File: config.mk
export PLATFORM = sky130hd
export DESIGN_NAME = spi_nor_flash_command_sequencer
export DESIGN_NICKNAME = d
export VERILOG_FILES = /design/src/rtl/snfcs_pkg.sv /design/src/rtl/snfcs_queue.sv /design/src/rtl/snfcs_front.sv /design/src/rtl/snfcs_back.sv /design/src/rtl/spi_nor_flash_command_sequencer.sv
export VERILOG_INCLUDE_DIRS = /design/src /design/src/rtl
export SDC_FILE = /design/constraint.sdc
export NUM_CORES = 1
export LEC_CHECK = 0
export BUFFER_PORTS_ARGS = -buffer_cell sky130_fd_sc_hd__buf_2
export CORE_MARGIN = 2
export CORE_UTILIZATION = 50
export DETAILED_ROUTE_END_ITERATION = 12
export PLACE_DENSITY = 0.73
export SYNTH_ARGS = -nofsm -noshare
export SYNTH_HDL_FRONTEND = slang
export SYNTH_SLANG_ARGS = --single-unit
File: constraint.sdc
create_clock -name clk_i -period 7 [get_ports clk_i]
set_input_delay 0.35 -clock clk_i [delete_from_list [all_inputs] [get_ports clk_i]]
set_output_delay 0.35 -clock clk_i [all_outputs]
set_load 0.05 [all_outputs]
File: src/rtl/spi_nor_flash_command_sequencer_macros.svh
// assertion macros shared by the command sequencer modules
`ifndef SPI_NOR_FLASH_COMMAND_SEQUENCER_MACROS_SVH
`define SPI_NOR_FLASH_COMMAND_SEQUENCER_MACROS_SVH

// property checked at every clock edge outside reset
`define SNFCS_ASSERT(lbl, prop, msg) \
  lbl: assert property (@(posedge clk_i) disable iff (!rst_ni) (prop)) else $error(msg);

// consequent checked in the cycle after the antecedent
`define SNFCS_ASSERT_NEXT(lbl, ante, cons, msg) \
  `SNFCS_ASSERT(lbl, (ante) |=> (cons), msg)

`endif

File: src/rtl/snfcs_pkg.sv
// types, opcodes and sizes for the serial nor flash command sequencer
`timescale 1ns / 1ps
package snfcs_pkg;

  localparam int unsigned SECTOR_BYTES      = 4096;
  localparam int unsigned SECTORS_PER_BLOCK = 16;
  localparam int unsigned BLOCK_BYTES       = SECTOR_BYTES * SECTORS_PER_BLOCK;

  localparam logic [31:0] SECTOR_MUL = 32'(SECTOR_BYTES);
  localparam logic [31:0] BLOCK_MUL  = 32'(BLOCK_BYTES);

  localparam int unsigned QDEPTH = 2;
  localparam int unsigned QPTR_W = (QDEPTH > 1) ? $clog2(QDEPTH) : 1;
  localparam int unsigned QCNT_W = $clog2(QDEPTH + 1);

  localparam logic [7:0] OPC_READ_ID    = 8'h9F;
  localparam logic [7:0] OPC_RDSR1      = 8'h05;
  localparam logic [7:0] OPC_RDSR2      = 8'h35;
  localparam logic [7:0] OPC_RDSR3      = 8'h15;
  localparam logic [7:0] OPC_WRSR1      = 8'h01;
  localparam logic [7:0] OPC_WRSR2      = 8'h31;
  localparam logic [7:0] OPC_WRSR3      = 8'h11;
  localparam logic [7:0] OPC_WREN       = 8'h06;
  localparam logic [7:0] OPC_WRDI       = 8'h04;
  localparam logic [7:0] OPC_CHIP_ERASE = 8'hC7;
  localparam logic [7:0] OPC_SECTOR_ER  = 8'h20;
  localparam logic [7:0] OPC_BLOCK_ER   = 8'hD8;
  localparam logic [7:0] OPC_PROGRAM    = 8'h02;
  localparam logic [7:0] OPC_FAST_READ  = 8'h0B;
  localparam logic [7:0] DUMMY_BYTE     = 8'hA5;

  typedef enum logic {
    OP_REQUEST = 1'b0,
    OP_RECEIVE = 1'b1
  } operation_e;

  typedef enum logic [3:0] {
    CMD_READ_ID      = 4'd0,
    CMD_READ_STATUS  = 4'd1,
    CMD_WRITE_STATUS = 4'd2,
    CMD_WRITE_ENABLE = 4'd3,
    CMD_WRITE_DISABLE = 4'd4,
    CMD_CHIP_ERASE   = 4'd5,
    CMD_SECTOR_ERASE = 4'd6,
    CMD_BLOCK_ERASE  = 4'd7,
    CMD_PROGRAM      = 4'd8,
    CMD_READ         = 4'd9
  } cmd_e;

  typedef enum logic [1:0] {
    KIND_SEND    = 2'd0,
    KIND_RELEASE = 2'd1,
    KIND_RESULT  = 2'd2
  } kind_e;

  typedef enum logic [3:0] {
    JOB_ID,
    JOB_RDSR,
    JOB_WRSR,
    JOB_SIMPLE,
    JOB_CHIP,
    JOB_POLL,
    JOB_READ,
    JOB_FINISH,
    JOB_DUMMY,
    JOB_WRITE
  } job_e;

  typedef struct packed {
    logic        operation;
    logic [3:0]  command;
    logic [1:0]  status_select;
    logic [31:0] address;
    logic [7:0]  data_byte;
    logic [7:0]  rx_byte;
  } in_item_t;

  typedef struct packed {
    logic [1:0]  kind;
    logic [7:0]  spi_byte;
    logic        capture;
    logic [23:0] result_value;
    logic        last;
  } out_item_t;

  typedef struct packed {
    job_e        kind;
    logic [7:0]  opcode;
    logic [7:0]  data;
    logic [23:0] value;
    logic [31:0] address;
    logic        with_data;
  } job_t;

endpackage

File: src/rtl/snfcs_queue.sv
// short job queue between the classifying front and the byte sequencer
`timescale 1ns / 1ps
`include "spi_nor_flash_command_sequencer_macros.svh"
module snfcs_queue (
  input  logic              clk_i,
  input  logic              rst_ni,
  input  logic              push_i,
  input  snfcs_pkg::job_t   push_job_i,
  output logic              full_o,
  input  logic              pop_i,
  output logic              head_valid_o,
  output snfcs_pkg::job_t   head_job_o
);

  snfcs_pkg::job_t                  entries_q [snfcs_pkg::QDEPTH];
  logic [snfcs_pkg::QPTR_W-1:0]     wr_ptr_q, wr_ptr_d;
  logic [snfcs_pkg::QPTR_W-1:0]     rd_ptr_q, rd_ptr_d;
  logic [snfcs_pkg::QCNT_W-1:0]     count_q, count_d;

  assign head_valid_o = count_q != '0;
  assign full_o       = count_q == snfcs_pkg::QCNT_W'(snfcs_pkg::QDEPTH);
  assign head_job_o   = entries_q[rd_ptr_q];

  always_comb begin
    wr_ptr_d = wr_ptr_q;
    rd_ptr_d = rd_ptr_q;
    if (push_i) begin
      wr_ptr_d = (wr_ptr_q == snfcs_pkg::QPTR_W'(snfcs_pkg::QDEPTH - 1)) ? '0
                 : wr_ptr_q + snfcs_pkg::QPTR_W'(1);
    end
    if (pop_i) begin
      rd_ptr_d = (rd_ptr_q == snfcs_pkg::QPTR_W'(snfcs_pkg::QDEPTH - 1)) ? '0
                 : rd_ptr_q + snfcs_pkg::QPTR_W'(1);
    end
    count_d = count_q + snfcs_pkg::QCNT_W'(push_i) - snfcs_pkg::QCNT_W'(pop_i);
  end

  always_ff @(posedge clk_i or negedge rst_ni) begin
    if (!rst_ni) begin
      wr_ptr_q <= '0;
      rd_ptr_q <= '0;
      count_q  <= '0;
    end else begin
      wr_ptr_q <= wr_ptr_d;
      rd_ptr_q <= rd_ptr_d;
      count_q  <= count_d;
    end
  end

  always_ff @(posedge clk_i) begin
    if (push_i) begin
      entries_q[wr_ptr_q] <= push_job_i;
    end
  end

  `SNFCS_ASSERT(q_no_overflow, push_i |-> !full_o, "job pushed into a full queue")
  `SNFCS_ASSERT(q_no_underflow, pop_i |-> head_valid_o, "job popped from an empty queue")
  `SNFCS_ASSERT(q_count_bound, count_q <= snfcs_pkg::QCNT_W'(snfcs_pkg::QDEPTH),
                "queue count out of range")

endmodule

File: src/rtl/snfcs_front.sv
// front end: takes input items, tracks the transaction phase, emits jobs
`timescale 1ns / 1ps
module snfcs_front (
  input  logic                 clk_i,
  input  logic                 rst_ni,
  input  logic                 in_valid_i,
  input  snfcs_pkg::in_item_t  in_item_i,
  input  logic                 queue_full_i,
  output logic                 job_valid_o,
  output snfcs_pkg::job_t      job_o
);

  typedef enum logic [2:0] {
    PH_IDLE,
    PH_ID,
    PH_RDSR,
    PH_PRE,
    PH_POST,
    PH_READ
  } phase_e;

  phase_e               phase_q, phase_d;
  snfcs_pkg::cmd_e      pending_q, pending_d;
  logic [31:0]          addr_q, addr_d;
  logic [7:0]           data_q, data_d;
  logic [1:0]           count_q, count_d;
  logic [23:0]          id_q, id_d;
  logic                 accept;
  logic [1:0]           sel_idx;
  logic [23:0]          id_next;
  logic [7:0]           write_opc;

  assign accept  = in_valid_i && !queue_full_i;
  assign id_next = {id_q[15:0], in_item_i.rx_byte};

  always_comb begin
    unique case (in_item_i.status_select)
      2'd1:    sel_idx = 2'd0;
      2'd2:    sel_idx = 2'd1;
      default: sel_idx = 2'd2;
    endcase
  end

  always_comb begin
    priority if (pending_q == snfcs_pkg::CMD_SECTOR_ERASE) begin
      write_opc = snfcs_pkg::OPC_SECTOR_ER;
    end else if (pending_q == snfcs_pkg::CMD_BLOCK_ERASE) begin
      write_opc = snfcs_pkg::OPC_BLOCK_ER;
    end else begin
      write_opc = snfcs_pkg::OPC_PROGRAM;
    end
  end

  always_comb begin
    phase_d   = phase_q;
    pending_d = pending_q;
    addr_d    = addr_q;
    data_d    = data_q;
    count_d   = count_q;
    id_d      = id_q;
    job_valid_o       = 1'b0;
    job_o.kind        = snfcs_pkg::JOB_FINISH;
    job_o.opcode      = '0;
    job_o.data        = '0;
    job_o.value       = '0;
    job_o.address     = '0;
    job_o.with_data   = 1'b0;
    if (accept) begin
      if (in_item_i.operation == snfcs_pkg::OP_RECEIVE) begin
        unique case (phase_q)
          PH_ID: begin
            id_d    = id_next;
            count_d = count_q + 2'd1;
            if (count_q == 2'd2) begin
              count_d     = '0;
              phase_d     = PH_IDLE;
              job_valid_o = 1'b1;
              job_o.kind  = snfcs_pkg::JOB_FINISH;
              job_o.value = id_next;
            end
          end
          PH_RDSR, PH_READ: begin
            phase_d     = PH_IDLE;
            job_valid_o = 1'b1;
            job_o.kind  = snfcs_pkg::JOB_FINISH;
            job_o.value = {16'd0, in_item_i.rx_byte};
          end
          PH_PRE, PH_POST: begin
            job_valid_o = 1'b1;
            if (in_item_i.rx_byte[0]) begin
              job_o.kind = snfcs_pkg::JOB_DUMMY;
            end else if (phase_q == PH_PRE) begin
              phase_d         = PH_POST;
              job_o.kind      = snfcs_pkg::JOB_WRITE;
              job_o.opcode    = write_opc;
              job_o.address   = addr_q;
              job_o.data      = data_q;
              job_o.with_data = pending_q == snfcs_pkg::CMD_PROGRAM;
            end else begin
              phase_d    = PH_IDLE;
              job_o.kind = snfcs_pkg::JOB_FINISH;
            end
          end
          default: begin
          end
        endcase
      end else if (phase_q == PH_IDLE) begin
        unique case (snfcs_pkg::cmd_e'(in_item_i.command))
          snfcs_pkg::CMD_READ_ID: begin
            id_d         = '0;
            phase_d      = PH_ID;
            job_valid_o  = 1'b1;
            job_o.kind   = snfcs_pkg::JOB_ID;
            job_o.opcode = snfcs_pkg::OPC_READ_ID;
          end
          snfcs_pkg::CMD_READ_STATUS: begin
            phase_d      = PH_RDSR;
            job_valid_o  = 1'b1;
            job_o.kind   = snfcs_pkg::JOB_RDSR;
            unique case (sel_idx)
              2'd0:    job_o.opcode = snfcs_pkg::OPC_RDSR1;
              2'd1:    job_o.opcode = snfcs_pkg::OPC_RDSR2;
              default: job_o.opcode = snfcs_pkg::OPC_RDSR3;
            endcase
          end
          snfcs_pkg::CMD_WRITE_STATUS: begin
            data_d          = in_item_i.data_byte;
            job_valid_o     = 1'b1;
            job_o.kind      = snfcs_pkg::JOB_WRSR;
            job_o.data      = in_item_i.data_byte;
            job_o.with_data = 1'b1;
            unique case (sel_idx)
              2'd0:    job_o.opcode = snfcs_pkg::OPC_WRSR1;
              2'd1:    job_o.opcode = snfcs_pkg::OPC_WRSR2;
              default: job_o.opcode = snfcs_pkg::OPC_WRSR3;
            endcase
          end
          snfcs_pkg::CMD_WRITE_ENABLE, snfcs_pkg::CMD_WRITE_DISABLE: begin
            job_valid_o  = 1'b1;
            job_o.kind   = snfcs_pkg::JOB_SIMPLE;
            job_o.opcode = (in_item_i.command == snfcs_pkg::CMD_WRITE_ENABLE)
                           ? snfcs_pkg::OPC_WREN : snfcs_pkg::OPC_WRDI;
          end
          snfcs_pkg::CMD_CHIP_ERASE: begin
            phase_d      = PH_POST;
            job_valid_o  = 1'b1;
            job_o.kind   = snfcs_pkg::JOB_CHIP;
            job_o.opcode = snfcs_pkg::OPC_CHIP_ERASE;
          end
          snfcs_pkg::CMD_SECTOR_ERASE, snfcs_pkg::CMD_BLOCK_ERASE,
          snfcs_pkg::CMD_PROGRAM: begin
            unique case (snfcs_pkg::cmd_e'(in_item_i.command))
              snfcs_pkg::CMD_SECTOR_ERASE: addr_d = in_item_i.address * snfcs_pkg::SECTOR_MUL;
              snfcs_pkg::CMD_BLOCK_ERASE:  addr_d = in_item_i.address * snfcs_pkg::BLOCK_MUL;
              default:                     addr_d = in_item_i.address;
            endcase
            data_d      = in_item_i.data_byte;
            phase_d     = PH_PRE;
            job_valid_o = 1'b1;
            job_o.kind  = snfcs_pkg::JOB_POLL;
          end
          snfcs_pkg::CMD_READ: begin
            addr_d        = in_item_i.address;
            phase_d       = PH_READ;
            job_valid_o   = 1'b1;
            job_o.kind    = snfcs_pkg::JOB_READ;
            job_o.opcode  = snfcs_pkg::OPC_FAST_READ;
            job_o.address = in_item_i.address;
          end
          default: begin
          end
        endcase
        if (in_item_i.command <= snfcs_pkg::CMD_READ) begin
          pending_d = snfcs_pkg::cmd_e'(in_item_i.command);
          count_d   = '0;
        end
      end
    end
  end

  always_ff @(posedge clk_i or negedge rst_ni) begin
    if (!rst_ni) begin
      phase_q   <= PH_IDLE;
      pending_q <= snfcs_pkg::CMD_READ_ID;
      addr_q    <= '0;
      data_q    <= '0;
      count_q   <= '0;
      id_q      <= '0;
    end else begin
      phase_q   <= phase_d;
      pending_q <= pending_d;
      addr_q    <= addr_d;
      data_q    <= data_d;
      count_q   <= count_d;
      id_q      <= id_d;
    end
  end

endmodule

File: src/rtl/snfcs_back.sv
// back end: expands queued jobs into spi bytes, releases and host results
`timescale 1ns / 1ps
`include "spi_nor_flash_command_sequencer_macros.svh"
module snfcs_back (
  input  logic                  clk_i,
  input  logic                  rst_ni,
  input  logic                  cfg_we_i,
  input  logic                  cfg_wdata_i,
  input  logic                  head_valid_i,
  input  snfcs_pkg::job_t       head_job_i,
  output logic                  pop_o,
  output logic                  out_valid_o,
  input  logic                  out_stall_i,
  output snfcs_pkg::out_item_t  out_item_o
);

  typedef enum logic [3:0] {
    UOP_OPC,
    UOP_WREN,
    UOP_RDSR1,
    UOP_ZERO,
    UOP_DUM,
    UOP_A3,
    UOP_A2,
    UOP_A1,
    UOP_A0,
    UOP_DATA,
    UOP_REL,
    UOP_RES,
    UOP_END
  } uop_e;

  function automatic uop_e seq_op(snfcs_pkg::job_e k, logic [3:0] i);
    uop_e op;
    op = UOP_END;
    unique case (k)
      snfcs_pkg::JOB_ID: begin
        unique case (i)
          4'd0:             op = UOP_OPC;
          4'd1, 4'd2, 4'd3: op = UOP_DUM;
          default:          op = UOP_END;
        endcase
      end
      snfcs_pkg::JOB_RDSR: begin
        unique case (i)
          4'd0:    op = UOP_OPC;
          4'd1:    op = UOP_DUM;
          default: op = UOP_END;
        endcase
      end
      snfcs_pkg::JOB_WRSR: begin
        unique case (i)
          4'd0:    op = UOP_OPC;
          4'd1:    op = UOP_DATA;
          4'd2:    op = UOP_REL;
          4'd3:    op = UOP_RES;
          default: op = UOP_END;
        endcase
      end
      snfcs_pkg::JOB_SIMPLE: begin
        unique case (i)
          4'd0:    op = UOP_OPC;
          4'd1:    op = UOP_REL;
          4'd2:    op = UOP_RES;
          default: op = UOP_END;
        endcase
      end
      snfcs_pkg::JOB_CHIP: begin
        unique case (i)
          4'd0:       op = UOP_WREN;
          4'd1, 4'd3: op = UOP_REL;
          4'd2:       op = UOP_OPC;
          4'd4:       op = UOP_RDSR1;
          4'd5:       op = UOP_DUM;
          default:    op = UOP_END;
        endcase
      end
      snfcs_pkg::JOB_POLL: begin
        unique case (i)
          4'd0:    op = UOP_RDSR1;
          4'd1:    op = UOP_DUM;
          default: op = UOP_END;
        endcase
      end
      snfcs_pkg::JOB_READ: begin
        unique case (i)
          4'd0:    op = UOP_OPC;
          4'd1:    op = UOP_A3;
          4'd2:    op = UOP_A2;
          4'd3:    op = UOP_A1;
          4'd4:    op = UOP_A0;
          4'd5:    op = UOP_ZERO;
          4'd6:    op = UOP_DUM;
          default: op = UOP_END;
        endcase
      end
      snfcs_pkg::JOB_FINISH: begin
        unique case (i)
          4'd0:    op = UOP_REL;
          4'd1:    op = UOP_RES;
          default: op = UOP_END;
        endcase
      end
      snfcs_pkg::JOB_DUMMY: begin
        unique case (i)
          4'd0:    op = UOP_DUM;
          default: op = UOP_END;
        endcase
      end
      snfcs_pkg::JOB_WRITE: begin
        unique case (i)
          4'd0, 4'd2, 4'd9: op = UOP_REL;
          4'd1:             op = UOP_WREN;
          4'd3:             op = UOP_OPC;
          4'd4:             op = UOP_A3;
          4'd5:             op = UOP_A2;
          4'd6:             op = UOP_A1;
          4'd7:             op = UOP_A0;
          4'd8:             op = UOP_DATA;
          4'd10:            op = UOP_RDSR1;
          4'd11:            op = UOP_DUM;
          default:          op = UOP_END;
        endcase
      end
      default: op = UOP_END;
    endcase
    return op;
  endfunction

  logic                  four_byte_q;
  logic [3:0]            idx_q;
  logic                  out_valid_q;
  snfcs_pkg::out_item_t  out_q, out_d;
  uop_e                  cur_op, op_p1, op_p2, next_op;
  logic                  skip_p1;
  logic [3:0]            next_idx;
  logic                  emit;
  logic                  last;

  assign cur_op  = seq_op(head_job_i.kind, idx_q);
  assign op_p1   = seq_op(head_job_i.kind, idx_q + 4'd1);
  assign op_p2   = seq_op(head_job_i.kind, idx_q + 4'd2);
  assign skip_p1 = (op_p1 == UOP_A3 && !four_byte_q)
                || (op_p1 == UOP_DATA && !head_job_i.with_data);
  assign next_op  = skip_p1 ? op_p2 : op_p1;
  assign next_idx = skip_p1 ? idx_q + 4'd2 : idx_q + 4'd1;
  assign last     = next_op == UOP_END;
  assign emit     = head_valid_i && (!out_valid_q || !out_stall_i);
  assign pop_o    = emit && last;

  assign out_valid_o = out_valid_q;
  assign out_item_o  = out_q;

  always_comb begin
    out_d.kind         = snfcs_pkg::KIND_SEND;
    out_d.spi_byte     = '0;
    out_d.capture      = 1'b0;
    out_d.result_value = '0;
    out_d.last         = last;
    unique case (cur_op)
      UOP_OPC:   out_d.spi_byte = head_job_i.opcode;
      UOP_WREN:  out_d.spi_byte = snfcs_pkg::OPC_WREN;
      UOP_RDSR1: out_d.spi_byte = snfcs_pkg::OPC_RDSR1;
      UOP_ZERO:  out_d.spi_byte = '0;
      UOP_DUM: begin
        out_d.spi_byte = snfcs_pkg::DUMMY_BYTE;
        out_d.capture  = 1'b1;
      end
      UOP_A3:    out_d.spi_byte = head_job_i.address[31:24];
      UOP_A2:    out_d.spi_byte = head_job_i.address[23:16];
      UOP_A1:    out_d.spi_byte = head_job_i.address[15:8];
      UOP_A0:    out_d.spi_byte = head_job_i.address[7:0];
      UOP_DATA:  out_d.spi_byte = head_job_i.data;
      UOP_REL:   out_d.kind = snfcs_pkg::KIND_RELEASE;
      UOP_RES: begin
        out_d.kind         = snfcs_pkg::KIND_RESULT;
        out_d.result_value = head_job_i.value;
      end
      default:   out_d.kind = snfcs_pkg::KIND_SEND;
    endcase
  end

  always_ff @(posedge clk_i or negedge rst_ni) begin
    if (!rst_ni) begin
      four_byte_q <= 1'b0;
      idx_q       <= '0;
      out_valid_q <= 1'b0;
    end else begin
      if (cfg_we_i) begin
        four_byte_q <= cfg_wdata_i;
      end
      if (emit) begin
        out_valid_q <= 1'b1;
        idx_q       <= last ? 4'd0 : next_idx;
      end else if (!out_stall_i) begin
        out_valid_q <= 1'b0;
      end
    end
  end

  always_ff @(posedge clk_i) begin
    if (emit) begin
      out_q <= out_d;
    end
  end

  `SNFCS_ASSERT(bk_no_end_emit, head_valid_i |-> cur_op != UOP_END,
                "sequencer points past the end of its job")
  `SNFCS_ASSERT(bk_drop_on_take, $fell(out_valid_q) |-> $past(!out_stall_i),
                "held transfer dropped while stalled")
  `SNFCS_ASSERT_NEXT(bk_idx_hold, head_valid_i && !emit, $stable(idx_q),
                     "step index moved without a transfer")

endmodule

File: src/rtl/spi_nor_flash_command_sequencer.sv
// top level of the serial nor flash command sequencer
//
//   channel  direction  handshake               payload
//   in       input      in_valid_i / in_stall_o  in_item_i  (snfcs_pkg::in_item_t)
//   out      output     out_valid_o / out_stall_i out_item_o (snfcs_pkg::out_item_t)
//   cfg      input      cfg_we_i                cfg_wdata_i (four byte address)
//
// an input transfer is taken while the job queue has room
// each job yields one output transfer per cycle when not stalled, 0 to 12 per item
// an item's first output transfer passes the job queue and the output register
// the back end output register keeps the out side moving independent of the in side
// in_stall_o rises only when the two-entry job queue is full
// reset clears phase, queue and output valid; no clearing pass
`timescale 1ns / 1ps
module spi_nor_flash_command_sequencer (
  input  logic                  clk_i,
  input  logic                  rst_ni,
  input  logic                  cfg_we_i,
  input  logic                  cfg_wdata_i,
  input  logic                  in_valid_i,
  output logic                  in_stall_o,
  input  snfcs_pkg::in_item_t   in_item_i,
  output logic                  out_valid_o,
  input  logic                  out_stall_i,
  output snfcs_pkg::out_item_t  out_item_o
);

  logic             q_full;
  logic             job_valid;
  snfcs_pkg::job_t  job;
  logic             head_valid;
  snfcs_pkg::job_t  head_job;
  logic             pop;

  assign in_stall_o = q_full;

  snfcs_front u_front (
    .clk_i        (clk_i),
    .rst_ni       (rst_ni),
    .in_valid_i   (in_valid_i),
    .in_item_i    (in_item_i),
    .queue_full_i (q_full),
    .job_valid_o  (job_valid),
    .job_o        (job)
  );

  snfcs_queue u_queue (
    .clk_i        (clk_i),
    .rst_ni       (rst_ni),
    .push_i       (job_valid),
    .push_job_i   (job),
    .full_o       (q_full),
    .pop_i        (pop),
    .head_valid_o (head_valid),
    .head_job_o   (head_job)
  );

  snfcs_back u_back (
    .clk_i        (clk_i),
    .rst_ni       (rst_ni),
    .cfg_we_i     (cfg_we_i),
    .cfg_wdata_i  (cfg_wdata_i),
    .head_valid_i (head_valid),
    .head_job_i   (head_job),
    .pop_o        (pop),
    .out_valid_o  (out_valid_o),
    .out_stall_i  (out_stall_i),
    .out_item_o   (out_item_o)
  );

endmodule

==> metrics.cfg <==
[detailed_routing]
drt-initial-drc-count = 1367
drc = 0
drt_pass1_iterations = 6
viasPerCell = 6.15
routed_wl_um = 34800
ant_nets = 0
num_vias = 10300
post_drt_wl_per_cell_um = 20.8

[layout]
multi_input_area_um2 = 5730
drive_gt1_frac = 0.173
antenna_cells = 0
mostFrequentLayoutCell = edfxtp_1
nets = 1389
area_growth_syn_to_layout_pct = 10.8
fillerInstances = 2220
final-seq-area_um2 = 7590
final_cell_mix = edfxtp_1 (190), nor2_1 (141), nand2_1 (110)

[floorplan]
die_y_um = 170
ios = 99
die_w_um = 170
std_cell_rows = 60
start_util = 0.510
core-area_um2 = 27000
die-area_um2 = 28900

[yosys]
synth_area_per_cell_um2 = 10.8
synth_area_leaders = edfxtp_1 (41%), dfrtp_1 (14%), mux2i_1 (4.1%)
synthArstFlopShare = 0.283
synth_largest_area_cell = edfxtp_1
synth_cells = 1272
synth_top_area_share = 0.414
ys_ff_latch = 265
synthFlopType = edfxtp_1
synth.distinct_cells = 89
seq_area_frac_synth = 0.550
yosys_warnings = 0
synth_area_um2 = 13800
synth_edf_count = 190
postSynthNetCount = 1347

[clock_tree]
cts.path.max_buffers = 3
htreeDepth = 1
cts_tree = yes
clkSinkCount = 265
cts.clk_slew.worst_paths_ns = 0.06
cts_buffers = 26
cts-root-buf = clkbuf_16
ctsResizeCount = 0
clk-insertion-delay-late_ns = 0.53

[sta]
rsz0062_at_grt = false
hold_violations = 0
max_freq_ghz = 0.191
period_needed_ns = 5.24
relSlewSlack = 0.193
period_share = 0.749
final.setup_skew_ns = 0.0241
whs_ns = 0.0237
worst_pin_slew_ns = 1.21
fin_tns_setup_ns = 0
setup-violations-final = 0
maxSlewViolCount = 0

[placement]
dp_hpwl_um = 22900
portBuffers = 98
gp_congestion = 0.901

[global_route]
grt-ovfl-total = 0
antenna_found_initial = 0
grt_pass1_vias = 9877
grt_pass1_wl_um = 54900
grt_usage = 0.241
grt_max_degree = 78

[run_status]
status = finished clean

[critical_path]
crit_chain = ha_1 > inv_1 > ha_1 > a211oi_1 > o21ai_0 > a221o_1 > a22oi_1 > a221o_1 > mux2i_1 > and3_1 > a21o_4 > and2_4 > ha_1 > inv_1 > ha_1 > xnor2_1 > xnor2_1
cp-end-kind = flip-flop
critPathLaunchType = flip-flop
crit_type = reg -> reg
arrival_ns = 5.68
cp_common_cell = ha_1
slowest_delay_ns = 0.75
crit_required_ns = 7.44
worstPathMaxFanout = 19
crit_slowest_cell = dfrtp_1

[power]
ir_drop_mv = 0.310
power.leakage_nw = 5.75
power.density_nw_per_um2 = 415

[worst_hold_path]
hp-class = in -> reg

[flow_run]
cap_violations = 0

-- worst paths after layout --
kind / from / endpoint / slack [ns] / depth (start not counted)
max: u_back.idx_q[0] / u_queue.count_q[1] / 1.76 / 17
min: cfg_we_i / u_back.four_byte_q / 0.02 / 2
max reg2reg: u_back.idx_q[0] / u_queue.count_q[1] / 1.76 / 17
min reg2reg: u_front.addr_q[20] / u_front.addr_q[20] / 0.48 / 2
max in group asynchronous: rst_ni / u_queue.rd_ptr_q / 5.61 / 3
min in group asynchronous: rst_ni / u_front.addr_q[18] / 0.23 / 2
-- worst max-delay path: cells and delay by family (launching register included) --
family | cells | cell delay [ns]
DFF | 1 | 0.75
buffers and inverters | 2 | 0.25
AOI/OAI and AO/OA | 6 | 1.73
and+or+nand+nor | 2 | 0.44
adders and majority gates | 4 | 1.61
xor gates and xnor gates | 2 | 0.31
muxes | 1 | 0.06
-- per-stage QoR --
| step | cell area (µm²) | cells | utilization | worst slack, ns | total power [mW] |
|---|---|---|---|---|---|
| final | 15300 | 1675 | 0.565 | 1.76 | 6.33 |
| after global routing | 15300 | 1675 | 0.565 | 1.32 | 6.67 |
| after CTS | 15300 | 1675 | 0.565 | 1.82 | 6.32 |
| after detailed placement | 14400 | 1626 | 0.534 | 1.80 | 4.96 |
| after global placement | 14400 | 1626 | 0.534 | 1.91 | 4.94 |
| after floorplan | 13800 | 1272 | - | 2.30 | 4.32 |
-- layout make-up --
cell class / count / share of cell area
tap: 341 / 0.0279
timing repair buffer: 115 / 0.0408
sequential: 265 / 0.497
inverter: 17 / 0.00418
multi-input combinational: 889 / 0.375
clock inverter: 10 / 0.00508
clock buffer: 38 / 0.0497
-- per-layer routing --
layer / up-vias / track usage / routed length (µm)
li1: 4838 / - / -
met2: 408 / 0.379 / 16300
met3: 63 / 0.0265 / 2080
met4: 0 / 0.0628 / 699
met5: - / 0 / 0
met1: 4988 / 0.359 / 15700
-- state kept, by name, indices dropped and copies added, names as in the netlist, 3 cells and up --
signal,cells
u_queue.entries_q,154
u_front.id_q,16
u_back.out_item_o,36
u_front.pending_q,4
u_front.data_q,8
u_front.addr_q,32
u_back.idx_q,4
u_front.phase_q,3
-- cells in the mapped netlist, drive strengths merged, types with 5 or more instances --
master	instances
and2	6
a2111oi	6
a32o	9
mux2i	57
o211ai	6
nor2b	22
a211oi	10
and3	20
xnor2	6
buf	24
edfxtp	190
a221oi	6
nand2b	14
nor3b	10
dfrtp	75
nand4	6
xor2	5
clkbuf	77
a21o	8
nand3	18
nand2	110
a21boi	6
o2111ai	6
mux2	46
a22oi	47
a2bb2oi	6
a21oi	92
o21ai	79
nor3	21
ha	14
or3b	6
nand3b	5
or2	8
a22o	12
inv	16
nor2	143
o22ai	10
or3	11
o31ai	6
-- report_power, final --
group          switching, mW  internal (mW)
Combinational           1.68          0.879
Clock                  0.570          0.788
Sequential             0.276           2.14
-- repair_timing --
item,in CTS,in global routing
hold endpoints to repair,17,0
hold buffers,1,0
buffers inserted,0,0
-- logic make-up (layout without fill, tap and decap cells) --
kind of cell / count (synthesis) / after routing / share of synthesized area
flops: 265 / 265 / 0.550
xor+xnor: 11 / 11 / 0.00754
mux: 103 / 103 / 0.0802
fa+ha+maj: 15 / 15 / 0.0134
compound gates: 341 / 341 / 0.165
buf+inv: 118 / 180 / 0.0351
simple gates: 419 / 419 / 0.148
Power figures use the tool's default switching activity.
